[config.mk]
export PLATFORM = sky130hd
export DESIGN_NAME = dbm_cell
export DESIGN_NICKNAME = d
export VERILOG_FILES = /design/src/rtl/core/dbm_pkg.sv /design/src/rtl/core/dbm_cell.sv
export SDC_FILE = /design/constraint.sdc
export NUM_CORES = 2
export LEC_CHECK = 0
export BUFFER_PORTS_ARGS = -buffer_cell sky130_fd_sc_hd__buf_2
export CELL_PAD_IN_SITES_DETAIL_PLACEMENT = 1
export CELL_PAD_IN_SITES_GLOBAL_PLACEMENT = 2
export CORE_ASPECT_RATIO = 0.9
export CORE_MARGIN = 8
export CORE_UTILIZATION = 46
export DETAILED_ROUTE_END_ITERATION = 7
export PLACE_DENSITY = 0.79
export SKIP_CTS_REPAIR_TIMING = 1
export SYNTH_ARGS = -nofsm -noshare
export SYNTH_HDL_FRONTEND = slang
export SYNTH_SLANG_ARGS = --single-unit
[constraint.sdc]
create_clock -name clk -period 3.6 [get_ports clk]
set_clock_uncertainty 0.2 [all_clocks]
set_input_delay 0.9 -clock clk [delete_from_list [all_inputs] [get_ports clk]]
set_output_delay 0.9 -clock clk [all_outputs]
set_load 0.005 [all_outputs]
[src/rtl/core/dbm_pkg.sv]
package dbm_pkg;

  localparam int MaxEntries  = 64;
  localparam int MaxNameLen  = 255;
  localparam int EntW        = $clog2(MaxEntries);
  localparam int CntW        = EntW + 1;
  localparam int MaxPatLen   = 255;

  localparam logic [7:0] ChStar = 8'h2A;
  localparam logic [7:0] ChDot  = 8'h2E;
  localparam logic [7:0] ChHash = 8'h23;

  localparam logic [1:0] CmdLoad  = 2'd0;
  localparam logic [1:0] CmdQuery = 2'd1;
  localparam logic [1:0] CmdClear = 2'd2;
  localparam logic [1:0] CmdSpare = 2'd3;

  localparam logic [1:0] StOk   = 2'd0;
  localparam logic [1:0] StFull = 2'd1;
  localparam logic [1:0] StLong = 2'd2;
  localparam logic [1:0] StSkip = 2'd3;

  // One name byte, counted from the end of the trimmed name, broadcast to the cells.
  typedef struct packed {
    logic       start;   // first byte of a new comparison pass
    logic       vld;     // a byte is presented
    logic [7:0] ch;      // name byte at tail offset pos
    logic [7:0] pos;     // offset from the end: 0 is the last byte
    logic       dot_prev;// the byte before ch is a dot and is not the first byte
    logic       is_first;// ch is the name's first byte
  } dbm_bcast_t;

  function automatic logic [7:0] fold_case(input logic [7:0] c);
    if (c inside {[8'h41:8'h5A]}) begin
      return c + 8'h20;
    end
    return c;
  endfunction

endpackage

[src/rtl/core/dbm_cell.sv]
module dbm_cell
  import dbm_pkg::*;
(
  input  logic       clk,
  input  logic       rst_n,
  input  logic       wr_en,
  input  logic [7:0] wr_addr,
  input  logic [7:0] wr_data,
  input  logic       len_en,
  input  logic [7:0] len_val,
  input  logic       active,
  input  dbm_bcast_t bc,
  output logic       hit
);

  // One table entry: its bytes in a small memory, read back from its tail
  // in step with the name bytes of the broadcast.
  logic [7:0] mem [0:255];
  logic [7:0] len_r;
  logic [7:0] rd_r;
  logic       star_r;
  logic       eq_r, eq_nxt;       // tail so far matches
  logic       hit_r, hit_nxt;
  logic       bc_vld_r;
  logic [7:0] bc_ch_r, bc_pos_r;
  logic       bc_dot_r, bc_first_r, bc_start_r;
  logic [7:0] rd_addr;
  logic [7:0] plen;   // compared length: length minus one for a star entry
  logic       in_rng;

  always_ff @(posedge clk) begin
    if (wr_en) begin
      mem[wr_addr] <= wr_data;
    end
    rd_r <= mem[rd_addr];
    if (len_en) begin
      len_r <= len_val;
    end
    if (wr_en && wr_addr == 8'd0) begin
      star_r <= (wr_data == ChStar);
    end
  end

  assign plen    = star_r ? len_r - 8'd1 : len_r;
  assign rd_addr = len_r - 8'd1 - bc.pos;

  always_comb begin
    eq_nxt  = bc_start_r ? 1'b1 : eq_r;
    hit_nxt = bc_start_r ? 1'b0 : hit_r;
    in_rng  = (bc_pos_r < plen);
    // A bare star entry matches every name, the empty one included.
    if (bc_start_r && star_r && plen == 8'd0) begin
      hit_nxt = 1'b1;
    end
    if (bc_vld_r) begin
      if (in_rng) begin
        eq_nxt = eq_nxt && (rd_r == bc_ch_r);
      end
      // The last byte of the compared tail is reached with every byte equal.
      // A star entry matches here; a plain one needs the whole name or a dot
      // in front of the tail that is not the name's first byte.
      if (plen != 8'd0 && bc_pos_r == plen - 8'd1 && eq_nxt) begin
        if (star_r || bc_first_r || bc_dot_r) begin
          hit_nxt = 1'b1;
        end
      end
    end
  end

  always_ff @(posedge clk) begin
    bc_ch_r    <= bc.ch;
    bc_pos_r   <= bc.pos;
    bc_dot_r   <= bc.dot_prev;
    bc_first_r <= bc.is_first;
    eq_r       <= eq_nxt;
    if (!rst_n) begin
      bc_vld_r   <= 1'b0;
      bc_start_r <= 1'b0;
      hit_r      <= 1'b0;
    end else begin
      bc_vld_r   <= bc.vld;
      bc_start_r <= bc.start;
      hit_r      <= hit_nxt;
    end
  end

  assign hit = hit_r && active;

endmodule

-- Yosys cells after proc, flatten, opt, wreduce, memory -nomap -nowiden
Memory sizes are Yosys's and may differ from the RTL's. A register that Yosys moved wholly into a read port is not among the register bits.
Index checks and enable logic that the tools add are counted.
- register bits after elaboration: 31
- bits in writable memories: 2048
- memories kept: 1
- memories (name ; words ; bits a word ; read ports ; clocked after Yosys merged registers in ; write ports ; RTL line ; source):
    mem ; 256 ; 8 ; 1 ; 1 ; 1 ; dbm_cell.sv:18 ; logic [7:0] mem [0:255];
- $add $sub $neg: 3
- $lt $le $gt $ge: 1
- eq/ne operators: 3
- multiplexer cells: 12
- reductions and logical operators: 12
- operator list (operator ; count):
    $eq A8 B8 Y1 ; 2
    $logic_not A8 Y1 ; 2
    $sub A8 B1 Y8 const B ; 2
    $mux W1 ; 11
    $eq A8 B6 Y1 const B ; 1
    $lt A8 B8 Y1 ; 1
    $mux W8 ; 1
    $reduce_bool A8 Y1 ; 1
    $sub A8 B8 Y8 ; 1
    $logic_and A1 B1 Y1 ; 7
    $logic_or A1 B1 Y1 ; 2

-- Longest topological paths before layout
- word-level depth: 8
- gate-level depth with buffers: 14
- gate-level depth less buffers: 12

-- Worst setup path before layout
No wires, ideal clock.
- path kind: input to register
- from: in bc[2] in the netlist's numbering
- to: reg rd_r[0], read port of mem
- arrival: 3.293 ns
- data required time: 3.261 ns
- path slack: -0.032 ns
- stages on the path: 12
- buffers on the path: 3
- cells stage by stage: ha_1 -> fa_1 -> buf_2 -> clkbuf_1 -> clkbuf_1 -> mux4_2 -> mux2i_1 -> mux2i_1 -> mux2i_1 -> mux2i_1 -> mux2i_1 -> mux2i_1
- word-level cells in the longest chain between the ends: 1
- ends and longest elaborated chain (element ; RTL line ; source):
    from (decl) ; dbm_cell.sv:12 ; input dbm_bcast_t bc,
    $sub A8 B8 Y8 ; dbm_cell.sv:45 ; assign rd_addr = len_r - 8'd1 - bc.pos;
    to (decl) ; dbm_cell.sv:20 ; logic [7:0] rd_r;
No other way between the ends.
A chain may end at the register's enable or synchronous reset.

-- Worst setup path in the final report
- from: reg len_r[0]
- to: reg rd_r[1], read port of mem
- word-level cells in the longest chain between the ends: 2
- ends and longest elaborated chain (element ; RTL line ; source):
    from (decl) ; dbm_cell.sv:19 ; logic [7:0] len_r;
    from (signal assigned) ; dbm_cell.sv:37 ; len_r <= len_val;
    $sub A8 B1 Y8 ; dbm_cell.sv:45 ;
    $sub A8 B8 Y8 ; dbm_cell.sv:45 ;
No other way between the ends.

==> flow_summary_export.csv <==
group,metric,value,unit
yosys,synthCells,3776,
placement,placement.io_buffers,49,
floorplanning,core,178000,um2
setup_path,r2r_cells,14,
sta,finalCritPeriodShare,117,%
sta,worstMarginPinSlew,1020,ps
floorplanning,die_w,462,um
floorplanning,top_level_ports,50,
global_routing,track_usage,22.3,%
cts,cts_buffers,197,
yosys,synth_edf_count,2057,
finish,finalNonFillerCells,7079,
power_and_ir_drop,p_per_area,612,nW/um2
yosys,synth_most_common_cell,"edfxtp_1",
detailed_routing,first_pass_iters,5,
finish,stdcell_area,98300,um2
setup_path,crit_fanout,18,
sta,setup_ws,-610,ps
floorplanning,fp.dieH,417,um
cts,cts_tree,"done",
setup_path,r2r_start,"len_r[0]",
finish,final_core_util,55.2,%
detailed_routing,wl,223000,um
sta,max_freq,0.238,GHz
sta,min_period,4210,ps
yosys,synth_area_leader_cell,"edfxtp_1",
setup_path,cp-endpoint,"rd_r[1]",
cts,cts_buffer_depth,3,
yosys,synth_area_leaders,"edfxtp_1, mux4_2, mux2i_1",
yosys,synth_fp_nets,3841,
yosys,syn_area_per_cell,21.8,um2
cts,clkTransAtPathRegs,70,ps
global_routing,gr-total-overflow,0,
placement,place_area,90800,um2
sta,finalHoldViolations,0,
power_and_ir_drop,power.total,60.2,mW
power_and_ir_drop,ir_worst_vdd,0.530,mV
finish,area_delta_synth_final,19.4,%
status,outcome,"finished with violations",
floorplanning,rows,147,
sta,maxSlewViolCount,0,
yosys,synth_area,82400,um2
setup_path,critPathCaptureType,"register",
min_path,hold_path_class,"input pin to register",
setup_path,worstSetupPathType,"register to register",
setup_path,startpoint,"len_r[0]",
placement,gp_congestion,0.831,
yosys,synth.distinct_cells,52,
setup_path,crit_arrival,4700,ps
finish,drive_above_1_share,34.4,%
sta,rsz0062_at_grt,"true",
detailed_routing,viasPerCell,5.92,
yosys,synth_common_cells,"edfxtp_1, mux4_2, mux2i_1",
cts,insertion_delay,840,ps
yosys,synth.top_cell.area_share,75.0,%
setup_path,timing.rr.end,"rd_r[1]",
setup_path,start_kind,"register",
sta,setup-violations-final,8,
setup_path,reg2reg_setup_slack,-610,ps
yosys,ys_warn_count,0,
detailed_routing,vias,41900,
setup_path,required,4090,ps
cts,root_buffer,"clkbuf_16",
placement,placed_cells,6652,
detailed_routing,wl_per_cell,31.5,um
global_routing,first_global_vias,43800,
detailed_routing,detail-route-antenna-nets,0,
floorplanning,start_util,46.2,%
cts,cts.sinks,2087,
placement,dp_hpwl,140000,um
global_routing,grt_pass1_wl,314000,um
power_and_ir_drop,p_leak,33.2,nW
yosys,synth_flop_cell,"edfxtp_1",
yosys,yosysSeqAreaShare,75.7,%
global_routing,antenna_found_initial,7,
detailed_routing,drc_errors,0,
flow_run,drv_cap,0,
floorplanning,dieArea,193000,um2
finish,layout.nets,4594,
sta,maxSlewHeadroom,31.9,%
status,violations,"setup timing",
yosys,synth_seq_cells,2087,
global_routing,grt_max_degree,93,
yosys,postSynth.asyncResetShare,0,%
cts,htreeDepth,4,
detailed_routing,first_iter_violations,4987,
-- cell usage in the layout (no fill, tap or decap), types with 22 or more instances in the layout --
cell type  Yosys  layout
mux2i_2        0      43
edfxtp_1    2057    2057
clkbuf_16      0     211
clkinv_2       0      29
buf_4          0     581
mux4_2       512     512
nor2_1       268     268
buf_2        114      41
buf_12         0      86
clkinv_1       0      41
xor2_1        23      22
mux2i_1      506     454
clkbuf_1      87      49
nand2_1       26      26
dfxtp_1       30      30
-- flip-flops by register name (all words and copies together) (netlist names) --
name and flops:
eq_r 1, star_r 1, bc_dot_r 1, hit_r 1
bc_ch_r 8, len_r 8, bc_vld_r 1, bc_first_r 1
bc_pos_r 8, rd_r 8, mem 2048, bc_start_r 1
-- how the worst min path moves through the flow --
stage / from / to / depth (start not counted)
finish: bc[2] / bc_pos_r[0] / 1
global route: len_val[3] / len_r[3] / 1
CTS: bc[10] / bc_ch_r[0] / 1
detailed placement: bc_vld_r / eq_r / 1
global placement: bc_vld_r / eq_r / 1
floorplan: bc_vld_r / eq_r / 1
-- where the power goes --
group	switching (mW)	internal, mW	total (mW)	leakage [nW]
Sequential	0.0763	26.8	26.9	18.7
Clock	9.11	11.5	20.6	3.06
Combinational	6.80	5.98	12.8	11.4
Total	16.0	44.2	60.2	33.2
-- logic make-up after synthesis --
| kind of cell | count (synthesis) | synth area share [%] |
|---|---|---|
| AOI/OAI and AO/OA | 29 | 0.249 |
| xor gates and xnor gates | 35 | 0.459 |
| adders and majority gates | 17 | 0.269 |
| buffers and inverters | 224 | 1.25 |
| DFF | 2087 | 75.7 |
| muxes | 1019 | 20.2 |
| and+or+nand+nor | 365 | 1.89 |
-- stage by stage --
stage | hold slack (ps) | setup WS [ps] | setup TNS [ps]
after floorplan | 208 | 57.6 | 0
after global placement | 240 | -1360 | -9000
after detailed placement | 250 | -1390 | -9330
after CTS | -109 | -966 | -6130
after global routing | 18.7 | -699 | -5150
final | 49.4 | -610 | -4300
-- routing by layer --
metal,routed length (um),global-route usage (%)
met3,17500,4.39
met5,0,0
met2,108000,35.9
met1,91500,31.7
met4,6330,6.07
-- worst max-delay path, stage by stage (launching register included) --
cell	delay [ps]
edfxtp_1	460
buf_4	190
ha_4	160
fa_4	780
buf_12	180
buf_16	190
buf_8	180
mux4_2	340
mux2i_2	220
mux2i_1	150
mux2i_1	330
mux2i_1	200
mux2i_1	250
buf_4	150
mux2i_1	50
-- final cells by class --
type	count	area (um2)
Antenna cell	7	17.5
Inverter	13	48.8
Sequential cell	2087	62400
Fill cell	15300	79900
Multi-Input combinational cell	1465	19400
Tap cell	2384	2980
Clock inverter	105	1050
Timing Repair Buffer	765	7240
Clock buffer	253	5240
Note: power is estimated with default switching activity, not from simulation.
